`src/hdl/gfb_pkg.sv`:
```
`default_nettype none
// ----------------------------------------------------------------------------
// gfb_pkg: shared definitions for the glyph framebuffer blitter
// Screen geometry, command and status codes, controller/datapath interface
// structs and the 5x7 font ROM lookup.
// ----------------------------------------------------------------------------
package gfb_pkg;

  // Screen geometry and derived store size.
  localparam int SCREEN_WIDTH  = 128;
  localparam int SCREEN_HEIGHT = 64;
  localparam int PAGE_COUNT    = (SCREEN_HEIGHT + 7) / 8;
  localparam int STORE_BYTES   = SCREEN_WIDTH * PAGE_COUNT;
  localparam int ADDR_W        = $clog2(STORE_BYTES);
  localparam int PAGE_W        = (PAGE_COUNT > 1) ? $clog2(PAGE_COUNT) : 1;
  localparam int GLYPH_COLS    = 5;
  localparam int COL_W         = $clog2(GLYPH_COLS);

  // Field widths of one request and one result.
  localparam int CMD_W    = 2;
  localparam int X_W      = 7;
  localparam int Y_W      = 6;
  localparam int CODE_W   = 8;
  localparam int INDEX_W  = 10;
  localparam int STATUS_W = 2;

  // Command codes.
  localparam logic [CMD_W-1:0] CMD_CLEAR = 2'd0;
  localparam logic [CMD_W-1:0] CMD_DRAW  = 2'd1;
  localparam logic [CMD_W-1:0] CMD_READ  = 2'd2;

  // Status codes.
  localparam logic [STATUS_W-1:0] ST_DONE       = 2'd0;
  localparam logic [STATUS_W-1:0] ST_NO_GLYPH   = 2'd1;
  localparam logic [STATUS_W-1:0] ST_OFF_SCREEN = 2'd2;

  typedef logic [GLYPH_COLS-1:0][7:0] glyph_cols_t;

  typedef struct packed {
    logic        found;
    glyph_cols_t cols;
  } glyph_t;

  // Commands from the controller to the datapath.
  typedef struct packed {
    logic load;      // capture the request fields
    logic clr_wr;    // write zero at the sweep counter and advance it
    logic rd_top;    // read the glyph byte in its own page
    logic wr_top;    // write back the merged top byte
    logic rd_bot;    // read the byte in the page below
    logic wr_bot;    // write back the merged spill byte
    logic next_col;  // advance to the next glyph column
    logic rd_byte;   // read the requested byte
  } gfb_cmd_t;

  // Status from the datapath to the controller.
  typedef struct packed {
    logic clr_last;  // sweep counter is on the last byte
    logic draw_go;   // glyph exists and fits on screen
    logic spill;     // glyph row is not page aligned and the page below exists
    logic col_last;  // current column is the last glyph column
  } gfb_stat_t;

  // Packs five glyph columns, leftmost column in slot zero.
  function automatic glyph_cols_t g5(input logic [7:0] c0, input logic [7:0] c1,
                                     input logic [7:0] c2, input logic [7:0] c3,
                                     input logic [7:0] c4);
    glyph_cols_t r;
    r[0] = c0;
    r[1] = c1;
    r[2] = c2;
    r[3] = c3;
    r[4] = c4;
    return r;
  endfunction

  // Font ROM: maps a character code to its five columns, bit 0 on top.
  function automatic glyph_t glyph_lookup(input logic [CODE_W-1:0] code);
    glyph_t g;
    g.found = 1'b1;
    g.cols  = '0;
    case (code)
      8'h20: g.cols = g5(8'h00, 8'h00, 8'h00, 8'h00, 8'h00);
      8'h25: g.cols = g5(8'h23, 8'h13, 8'h08, 8'h64, 8'h62);
      8'h2D: g.cols = g5(8'h08, 8'h08, 8'h08, 8'h08, 8'h08);
      8'h2E: g.cols = g5(8'h00, 8'h60, 8'h60, 8'h00, 8'h00);
      8'h30: g.cols = g5(8'h3E, 8'h51, 8'h49, 8'h45, 8'h3E);
      8'h31: g.cols = g5(8'h00, 8'h42, 8'h7F, 8'h40, 8'h00);
      8'h32: g.cols = g5(8'h42, 8'h61, 8'h51, 8'h49, 8'h46);
      8'h33: g.cols = g5(8'h21, 8'h41, 8'h45, 8'h4B, 8'h31);
      8'h34: g.cols = g5(8'h18, 8'h14, 8'h12, 8'h7F, 8'h10);
      8'h35: g.cols = g5(8'h27, 8'h45, 8'h45, 8'h45, 8'h39);
      8'h36: g.cols = g5(8'h3C, 8'h4A, 8'h49, 8'h49, 8'h30);
      8'h37: g.cols = g5(8'h01, 8'h71, 8'h09, 8'h05, 8'h03);
      8'h38: g.cols = g5(8'h36, 8'h49, 8'h49, 8'h49, 8'h36);
      8'h39: g.cols = g5(8'h06, 8'h49, 8'h49, 8'h29, 8'h1E);
      8'h41: g.cols = g5(8'h7C, 8'h12, 8'h11, 8'h12, 8'h7C);
      8'h42: g.cols = g5(8'h7F, 8'h49, 8'h49, 8'h49, 8'h36);
      8'h43: g.cols = g5(8'h3E, 8'h41, 8'h41, 8'h41, 8'h22);
      8'h44: g.cols = g5(8'h7F, 8'h41, 8'h41, 8'h22, 8'h1C);
      8'h45: g.cols = g5(8'h7F, 8'h49, 8'h49, 8'h49, 8'h41);
      8'h46: g.cols = g5(8'h7F, 8'h09, 8'h09, 8'h09, 8'h01);
      8'h47: g.cols = g5(8'h3E, 8'h41, 8'h49, 8'h49, 8'h7A);
      8'h48: g.cols = g5(8'h7F, 8'h08, 8'h08, 8'h08, 8'h7F);
      8'h49: g.cols = g5(8'h00, 8'h41, 8'h7F, 8'h41, 8'h00);
      8'h4A: g.cols = g5(8'h20, 8'h40, 8'h41, 8'h3F, 8'h01);
      8'h4B: g.cols = g5(8'h7F, 8'h08, 8'h14, 8'h22, 8'h41);
      8'h4C: g.cols = g5(8'h7F, 8'h40, 8'h40, 8'h40, 8'h40);
      8'h4D: g.cols = g5(8'h7F, 8'h02, 8'h0C, 8'h02, 8'h7F);
      8'h4E: g.cols = g5(8'h7F, 8'h04, 8'h08, 8'h10, 8'h7F);
      8'h4F: g.cols = g5(8'h3E, 8'h41, 8'h41, 8'h41, 8'h3E);
      8'h50: g.cols = g5(8'h7F, 8'h09, 8'h09, 8'h09, 8'h06);
      8'h51: g.cols = g5(8'h3E, 8'h41, 8'h51, 8'h21, 8'h5E);
      8'h52: g.cols = g5(8'h7F, 8'h09, 8'h19, 8'h29, 8'h46);
      8'h53: g.cols = g5(8'h46, 8'h49, 8'h49, 8'h49, 8'h31);
      8'h54: g.cols = g5(8'h01, 8'h01, 8'h7F, 8'h01, 8'h01);
      8'h55: g.cols = g5(8'h3F, 8'h40, 8'h40, 8'h40, 8'h3F);
      8'h56: g.cols = g5(8'h1F, 8'h20, 8'h40, 8'h20, 8'h1F);
      8'h57: g.cols = g5(8'h3F, 8'h40, 8'h38, 8'h40, 8'h3F);
      8'h58: g.cols = g5(8'h63, 8'h14, 8'h08, 8'h14, 8'h63);
      8'h59: g.cols = g5(8'h07, 8'h08, 8'h70, 8'h08, 8'h07);
      8'h5A: g.cols = g5(8'h61, 8'h51, 8'h49, 8'h45, 8'h43);
      8'h61: g.cols = g5(8'h20, 8'h54, 8'h54, 8'h54, 8'h78);
      8'h62: g.cols = g5(8'h7F, 8'h48, 8'h44, 8'h44, 8'h38);
      8'h63: g.cols = g5(8'h38, 8'h44, 8'h44, 8'h44, 8'h20);
      8'h64: g.cols = g5(8'h38, 8'h44, 8'h44, 8'h48, 8'h7F);
      8'h65: g.cols = g5(8'h38, 8'h54, 8'h54, 8'h54, 8'h18);
      8'h66: g.cols = g5(8'h08, 8'h7E, 8'h09, 8'h01, 8'h02);
      8'h67: g.cols = g5(8'h0C, 8'h52, 8'h52, 8'h52, 8'h3E);
      8'h68: g.cols = g5(8'h7F, 8'h08, 8'h04, 8'h04, 8'h78);
      8'h69: g.cols = g5(8'h00, 8'h44, 8'h7D, 8'h40, 8'h00);
      8'h6A: g.cols = g5(8'h20, 8'h40, 8'h44, 8'h3D, 8'h00);
      8'h6B: g.cols = g5(8'h7F, 8'h10, 8'h28, 8'h44, 8'h00);
      8'h6C: g.cols = g5(8'h00, 8'h41, 8'h7F, 8'h40, 8'h00);
      8'h6D: g.cols = g5(8'h7C, 8'h04, 8'h18, 8'h04, 8'h78);
      8'h6E: g.cols = g5(8'h7C, 8'h08, 8'h04, 8'h04, 8'h78);
      8'h6F: g.cols = g5(8'h38, 8'h44, 8'h44, 8'h44, 8'h38);
      8'h70: g.cols = g5(8'h7C, 8'h14, 8'h14, 8'h14, 8'h08);
      8'h71: g.cols = g5(8'h08, 8'h14, 8'h14, 8'h18, 8'h7C);
      8'h72: g.cols = g5(8'h7C, 8'h08, 8'h04, 8'h04, 8'h08);
      8'h73: g.cols = g5(8'h48, 8'h54, 8'h54, 8'h54, 8'h20);
      8'h74: g.cols = g5(8'h04, 8'h3E, 8'h44, 8'h24, 8'h08);
      8'h75: g.cols = g5(8'h3C, 8'h40, 8'h40, 8'h20, 8'h7C);
      8'h76: g.cols = g5(8'h1C, 8'h20, 8'h40, 8'h20, 8'h1C);
      8'h77: g.cols = g5(8'h3C, 8'h40, 8'h30, 8'h40, 8'h3C);
      8'h78: g.cols = g5(8'h44, 8'h28, 8'h10, 8'h28, 8'h44);
      8'h79: g.cols = g5(8'h0C, 8'h50, 8'h50, 8'h50, 8'h3C);
      8'h7A: g.cols = g5(8'h44, 8'h64, 8'h54, 8'h4C, 8'h44);
      8'hB0: g.cols = g5(8'h00, 8'h06, 8'h09, 8'h06, 8'h00);
      default: g.found = 1'b0;
    endcase
    return g;
  endfunction

endpackage
`default_nettype wire

```
`src/hdl/gfb_ctrl.sv`:
```
`default_nettype none
// ----------------------------------------------------------------------------
// gfb_ctrl: blitter sequencer
// One-hot state machine that steps the datapath through the clearing sweep,
// the per-column read-modify-write of a draw, and the byte read.
// ----------------------------------------------------------------------------
module gfb_ctrl (
  input  wire logic                      clk_i,
  input  wire logic                      rst_ni,
  input  wire logic                      start_i,
  input  wire logic [gfb_pkg::CMD_W-1:0] command_i,
  input  wire gfb_pkg::gfb_stat_t        stat_i,
  output gfb_pkg::gfb_cmd_t              cmd_o,
  output logic                           busy_o,
  output logic                           done_o
);
  import gfb_pkg::*;

  typedef enum logic [9:0] {
    S_INIT   = 10'b0000000001,
    S_IDLE   = 10'b0000000010,
    S_CLEAR  = 10'b0000000100,
    S_CHECK  = 10'b0000001000,
    S_RD_TOP = 10'b0000010000,
    S_WR_TOP = 10'b0000100000,
    S_RD_BOT = 10'b0001000000,
    S_WR_BOT = 10'b0010000000,
    S_RD_BYT = 10'b0100000000,
    S_RESULT = 10'b1000000000
  } state_e;

  state_e state_q, state_d;

  // Next state and datapath commands.
  always_comb begin
    state_d = state_q;
    cmd_o   = '0;
    case (state_q)
      S_INIT: begin
        cmd_o.clr_wr = 1'b1;
        if (stat_i.clr_last) state_d = S_IDLE;
      end
      S_IDLE: begin
        if (start_i) begin
          cmd_o.load = 1'b1;
          case (command_i)
            CMD_CLEAR: state_d = S_CLEAR;
            CMD_DRAW:  state_d = S_CHECK;
            CMD_READ:  state_d = S_RD_BYT;
            default:   state_d = S_RESULT;
          endcase
        end
      end
      S_CLEAR: begin
        cmd_o.clr_wr = 1'b1;
        if (stat_i.clr_last) state_d = S_RESULT;
      end
      S_CHECK: begin
        state_d = stat_i.draw_go ? S_RD_TOP : S_RESULT;
      end
      S_RD_TOP: begin
        cmd_o.rd_top = 1'b1;
        state_d      = S_WR_TOP;
      end
      S_WR_TOP: begin
        cmd_o.wr_top = 1'b1;
        if (stat_i.spill) begin
          state_d = S_RD_BOT;
        end else if (stat_i.col_last) begin
          state_d = S_RESULT;
        end else begin
          cmd_o.next_col = 1'b1;
          state_d        = S_RD_TOP;
        end
      end
      S_RD_BOT: begin
        cmd_o.rd_bot = 1'b1;
        state_d      = S_WR_BOT;
      end
      S_WR_BOT: begin
        cmd_o.wr_bot = 1'b1;
        if (stat_i.col_last) begin
          state_d = S_RESULT;
        end else begin
          cmd_o.next_col = 1'b1;
          state_d        = S_RD_TOP;
        end
      end
      S_RD_BYT: begin
        cmd_o.rd_byte = 1'b1;
        state_d       = S_RESULT;
      end
      S_RESULT: begin
        state_d = S_IDLE;
      end
      default: begin
        state_d = S_IDLE;
      end
    endcase
  end

  // State register; reset starts the clearing sweep.
  always_ff @(posedge clk_i or negedge rst_ni) begin
    if (!rst_ni) begin
      state_q <= S_INIT;
    end else begin
      state_q <= state_d;
    end
  end

  assign busy_o = (state_q != S_IDLE);
  assign done_o = (state_q == S_RESULT);

endmodule
`default_nettype wire

```
`config.mk`:
```
export PLATFORM = sky130hd
export DESIGN_NAME = gfb_ctrl
export DESIGN_NICKNAME = d
export VERILOG_FILES = /design/src/hdl/gfb_pkg.sv /design/src/hdl/gfb_ctrl.sv
export SDC_FILE = /design/constraint.sdc
export NUM_CORES = 1
export LEC_CHECK = 0
export BUFFER_PORTS_ARGS = -buffer_cell sky130_fd_sc_hd__clkbuf_2
export CAP_MARGIN = 20
export CORE_ASPECT_RATIO = 1.1
export CORE_MARGIN = 2
export CORE_UTILIZATION = 45
export DETAILED_ROUTE_END_ITERATION = 12
export HOLD_SLACK_MARGIN = 0.1
export PLACE_DENSITY_LB_ADDON = 0.08
export SYNTH_ARGS = -nofsm -noshare
export SYNTH_HDL_FRONTEND = slang
export SYNTH_SLANG_ARGS = --single-unit
```
`constraint.sdc`:
```
create_clock -name clk_i -period 2.5 [get_ports clk_i]
set_input_delay 0.75 -clock clk_i [delete_from_list [all_inputs] [get_ports clk_i]]
set_output_delay 0.75 -clock clk_i [all_outputs]
set_load 0.01 [all_outputs]
```
# Yosys cells after proc, flatten, opt, wreduce, memory -nomap -nowiden
# Cells that the tools add are included.
[word_totals]
elab_cells = 39
register_bits = 10
mem_bits_rw = 0
romBits = 0
memories = 0
latch_bits = 0
in_bits = 9
out_inout_bits = 10
[classes]
order_cmp = 0
n_mux = 19
add_sub_neg = 0
n_reduce_logical = 3
shifts = 0
n_mul = 0
div = 0
bitwise = 0
n_eq_ne = 16
[op_table]
columns = ["operator", "n"]
rows = [
  ["one-hot mux 10 bit (9 select lines)", 1],
  ["two-way mux 10 bit", 6],
  ["one-hot mux 10 bit (3 select lines)", 1],
  ["== test 10 x 1 -> 1 bit, second input constant", 1],
  ["== test 10 bit, second input constant", 1],
  ["== test 10 x 2 -> 1 bit, second input constant", 1],
  ["== test 10 x 3 -> 1 bit, second input constant", 1],
  ["== test 10 x 4 -> 1 bit, second input constant", 1],
  ["== test 10 x 5 -> 1 bit, second input constant", 1],
  ["== test 10 x 6 -> 1 bit, second input constant", 1],
  ["== test 10 x 7 -> 1 bit, second input constant", 1],
  ["== test 10 x 8 -> 1 bit, second input constant", 1],
  ["== test 10 x 9 -> 1 bit, second input constant", 1],
  ["two-way mux 1 bit", 10],
  ["inequality test 10 x 2 -> 1 bit, second input constant", 1],
  ["inequality test 2 bit, second input constant", 3],
  ["AND reduction 3 bit", 1],
  ["== test 2 x 1 -> 1 bit, second input constant", 1],
  ["== test 2 bit, second input constant", 1],
  ["zero test 2 bit", 1],
  ["one-hot mux 1 bit (2 select lines)", 1],
  ["OR reduction 2 bit", 1],
]

# Logic depth before layout (Yosys ltp)
[logic_depth]
word_depth = 4
depth_mapped = 6

# Worst setup path before layout
# OpenSTA, ideal clock, no wires.
[synth_timing]
path_kind = "reg-to-output"
startpoint = "register state_q[6]"
endpoint = "output port cmd_o[1] in the netlist's numbering"
n_path_buf = 0
slack_ns = 0.331
stages_incl_launch_ff = 5
arrival_time_ns = 1.419
cell_sequence = "dfrtp_1 nor4_4 nand2_2 o41a_1 nor2_1"
[synth_lines]
columns = ["item", "line", "text"]
rows = [
  ["start, declared", "gfb_ctrl.sv:32", "state_e state_q, state_d;"],
  ["start signal, assigned", "gfb_ctrl.sv:107", "state_q <= state_d;"],
  ["end, declared", "gfb_ctrl.sv:13", "output gfb_pkg::gfb_cmd_t cmd_o,"],
]

==> metrics list <==
- Status: complete, no violations
- Global-route wire length before repair: 2620 µm
- The filler cells instantiated in the layout total 131.
- Hold Buf Count CTS: 0
- Detailed placement finished with a half-perimeter wire length of between 1000 and 1500 µm.
- Of all nets on the critical path, the largest fanout is 3.
* Worst skew pair latency: about 0.27 ns
- Prior to clock tree synthesis, the placed netlist has a worst setup slack of 0.161 ns.
- Max-capacitance violation count: 0
- The worst hold path belongs to the class in2async.
* Maximum operating frequency: 407 MHz
- In the layout the commonest cells are 16 x sky130_fd_sc_hd__clkbuf_2, 9 x sky130_fd_sc_hd__nor2_1, 9 x sky130_fd_sc_hd__buf_4, 7 x sky130_fd_sc_hd__inv_1.
* Leakage power: around 0.45 nW
- Global routing finished with a remaining overflow of 0.
* Most common cell after layout, fill and taps aside: sky130_fd_sc_hd__clkbuf_2
* Die height: 45.3 µm
- Register-to-register setup slack: between 0.5 and 0.6 ns
- Max-slew headroom at the worst pin: between 50% and 60%
- The final max-slew violation count is 0.
- Number of diodes: 0
- Synth Cell Area: 697 µm²
- For this block, the via count after detailed routing is 672.
- The number of nets handed over by synthesis was 84.
- Sequential cells were found to cover between 30% and 40% of the synthesized design area.
- In the synthesized netlist, the number of instances is 75.
- Summing internal, switching and leakage power gives 679 µW.
- Via count of the first global-routing pass: 595
- The internal power of the cells totals between 400 and 500 µW.
- Port buffering added 18 buffers.
- The count of nets left with antenna violations once routing finished came out at 0.
- The top cell type by area accounts for 32.3% of the synthesized area.
- Entering global routing, the biggest net connects 11 pins.
- Global routing used around a fifth of the available tracks across all layers.
- The final layout contains routed wiring with a total length of 1660 µm.
- Number of design rule violations left after detail routing: 0
- The tree is rooted in a sky130_fd_sc_hd__clkbuf_4.
- Top reg by flops: state_q
* Largest regs: state_q: 10 flops
- Fraction of power consumed by sequential logic: around a third
- After detailed routing, the average wire length per cell comes to 13.9 µm.
* Period utilisation layout: between 90% and 100%
- Setup total negative slack on the finished layout was measured at 0 ns.
- Counting I/O delays and the setup requirement, the final critical path takes 2.46 ns.
- Counting tap cells, the placed design contains a total of 108 instances.
- STA classifies the critical path endpoint as a primary output.
* TritonCTS sink count: 10
- The net count of the finished layout is 113.
- After synthesis the netlist holds a flip-flop and latch count of 10.
* Arrival time reported for the critical path endpoint: between 1.5 and 2 ns
* Power per Cell Area: 750 nW/µm²
- Share of power burned in combinational logic: between 40% and 50%
- 1st-iter DRT viols: 17
- Summed over all nets, the switching power comes to 267 µW.
- Final Hold Viols: 0
- The clock network accounts for between 10% and 20% of the total power.
* Transition time at the pin with the least slew margin: 0.623 ns
- Max reg flops: 10
* RePlAce Congestion: between 0.7 and 0.8
- TritonCTS created 3 clock buffers.
- CTS built an H-tree with a depth of 1.
- The total area inside the core boundary comes to 1400 µm².
- Area of the die: approximately 1900 µm²
- Post-route setup slack: slightly above 0.04 ns
- Across all hold checks on the routed design, the worst slack comes to 0.343 ns.
- The endpoint identified for the worst register-to-register timing path is state_q[1].
* Pre-antenna DRT Iters: 5
- The die is about 42 µm wide.
- Row cnt: 14
- Non-Filler Instances: 119
* VDD IR-drop max: 0.446 mV
* Initial standard-cell utilization of the core: 49.7%
- Cell taking the most area after synthesis: sky130_fd_sc_hd__dfrtp_1
- For the final database, setup skew stands at roughly 0.0057 ns.
* Initial antenna violation count: 0
- Net switching share of the total power: 39.3%
- Footprint of the multi-input gates: roughly 420 µm²
- CP Launch Type: flop
- 19 I/O pins were placed.
* Vias per Instance: 5.65
- Worst Setup Path Type: reg2out
- Clock-pin slew was measured on the worst setup and hold paths at 0.07 ns.
* Sequential standard cell area: roughly 260 µm²
* Cell count of the worst reg-to-reg path: 7
* Top cells by area in the synthesized netlist: sky130_fd_sc_hd__dfrtp_1 32%, sky130_fd_sc_hd__nor4_4 6.1%, sky130_fd_sc_hd__nor3b_1 5.4%
* Count of distinct cell types in the synthesized netlist: 35
* Endpoints failing setup: 0
- Of the cells placed in the final design, the portion with a size suffix greater than 1 is between 40% and 50%.
- RSZ-0062 raised after global routing: true
* CTS tree: built
- Relative to the synthesized area, the layout overhead comes to 30.0%.
* Post-synthesis average cell area: 9.29 µm²
- The worst register-to-register path begins at state_q[8].
- For this run, the number of Yosys warnings is 0.
- Maximum clock insertion buffer count: 2
- Required time of the critical path: between 1.5 and 2 ns
==> kinds of logic (layout without fill, tap and decap cells) <==
| group | count (synthesis) | count (layout) | share of synthesized area (%) |
|---|---|---|---|
| simple gates | 42 | 42 | 42.4 |
| xor+xnor | 3 | 3 | 3.77 |
| compound gates | 10 | 10 | 10.6 |
| flops | 10 | 10 | 36.1 |
| buf+inv | 10 | 38 | 7.18 |
==> repair_timing <==
action                     in CTS  in global routing
pin swaps                       3                  1
setup endpoints to repair       2                  2
setup buffers                   5                  2
gates resized for setup         4                  8
==> critical path, stage by stage (launching register included) <==
cell and delay, ns:
sky130_fd_sc_hd__dfrtp_2 0.43, sky130_fd_sc_hd__nor4_4 0.35, sky130_fd_sc_hd__nand2_2 0.10, sky130_fd_sc_hd__o41a_1 0.35, sky130_fd_sc_hd__nor2_1 0.09, sky130_fd_sc_hd__buf_2 0.13
==> power groups by stage <==
stage / Clock [mW] / Sequential, mW / Combinational (mW)
after floorplan: 0 / 0.208 / 0.200
after global placement: 0 / 0.219 / 0.272
after detailed placement: 0 / 0.220 / 0.274
after CTS: 0.122 / 0.216 / 0.310
after global routing: 0.133 / 0.224 / 0.368
final: 0.118 / 0.223 / 0.339
==> how the worst max path moves through the flow <==
stage          slack, ns  cells after the start        from        to
6_report            0.04                      5  state_q[2]  cmd_o[1]
3_3_place_gp        0.17                      5  state_q[6]  cmd_o[1]
4_1_cts            0.006                      6  state_q[2]  cmd_o[1]
5_1_grt            -0.03                      5  state_q[2]  cmd_o[1]
3_5_place_dp        0.16                      5  state_q[6]  cmd_o[1]
2_1_floorplan       0.33                      4  state_q[6]  cmd_o[1]
==> cell usage after synthesis <==
library cell,number
sky130_fd_sc_hd__dfrtp_1,9
sky130_fd_sc_hd__nor2_1,9
sky130_fd_sc_hd__inv_1,7
sky130_fd_sc_hd__nor3_1,6
sky130_fd_sc_hd__nor3b_1,5
sky130_fd_sc_hd__nand2_1,4
sky130_fd_sc_hd__nand4_1,3
sky130_fd_sc_hd__and4_2,2
sky130_fd_sc_hd__nor4_4,2
sky130_fd_sc_hd__o21ai_0,2
sky130_fd_sc_hd__xor2_1,2
sky130_fd_sc_hd__a21oi_2,1
sky130_fd_sc_hd__a311oi_1,1
sky130_fd_sc_hd__and2_1,1
sky130_fd_sc_hd__and3_2,1
sky130_fd_sc_hd__and3b_1,1
sky130_fd_sc_hd__and4_1,1
sky130_fd_sc_hd__and4_4,1
sky130_fd_sc_hd__buf_4,1
sky130_fd_sc_hd__buf_6,1
sky130_fd_sc_hd__clkbuf_2,1
sky130_fd_sc_hd__dfstp_2,1
sky130_fd_sc_hd__nand2_2,1
sky130_fd_sc_hd__nand2b_4,1
sky130_fd_sc_hd__nand3_1,1
sky130_fd_sc_hd__nor4_2,1
sky130_fd_sc_hd__o21a_1,1
sky130_fd_sc_hd__o21ai_1,1
sky130_fd_sc_hd__o22ai_1,1
sky130_fd_sc_hd__o31ai_1,1
sky130_fd_sc_hd__o41a_1,1
sky130_fd_sc_hd__o41ai_1,1
sky130_fd_sc_hd__or3b_1,1
sky130_fd_sc_hd__or3b_2,1
sky130_fd_sc_hd__xnor2_1,1
==> per-layer routing <==
layer	vias to the layer above	routed length (µm)	global-route usage (%)
met5	-	0	0
met3	6	110	3.60
met2	31	783	29.7
li1	328	-	-
met4	0	29	11.6
met1	307	736	25.2
==> final cells by class <==
| cell class | count | area share, % |
|---|---|---|
| multi-input cells | 55 | 46.1 |
| inverters | 7 | 2.90 |
| clock buffers | 4 | 2.90 |
| well taps | 16 | 2.21 |
| repair buffers | 27 | 17.4 |
| flip-flops and latches | 10 | 28.5 |
==> metrics by stage <==
step	instance area (µm²)	utilization [%]
after floorplan	697	-
after global placement	798	57.0
after detailed placement	798	57.0
after CTS	867	61.9
after global routing	906	64.6
final	906	64.6
No activity file was read; power rests on OpenSTA's default activity.
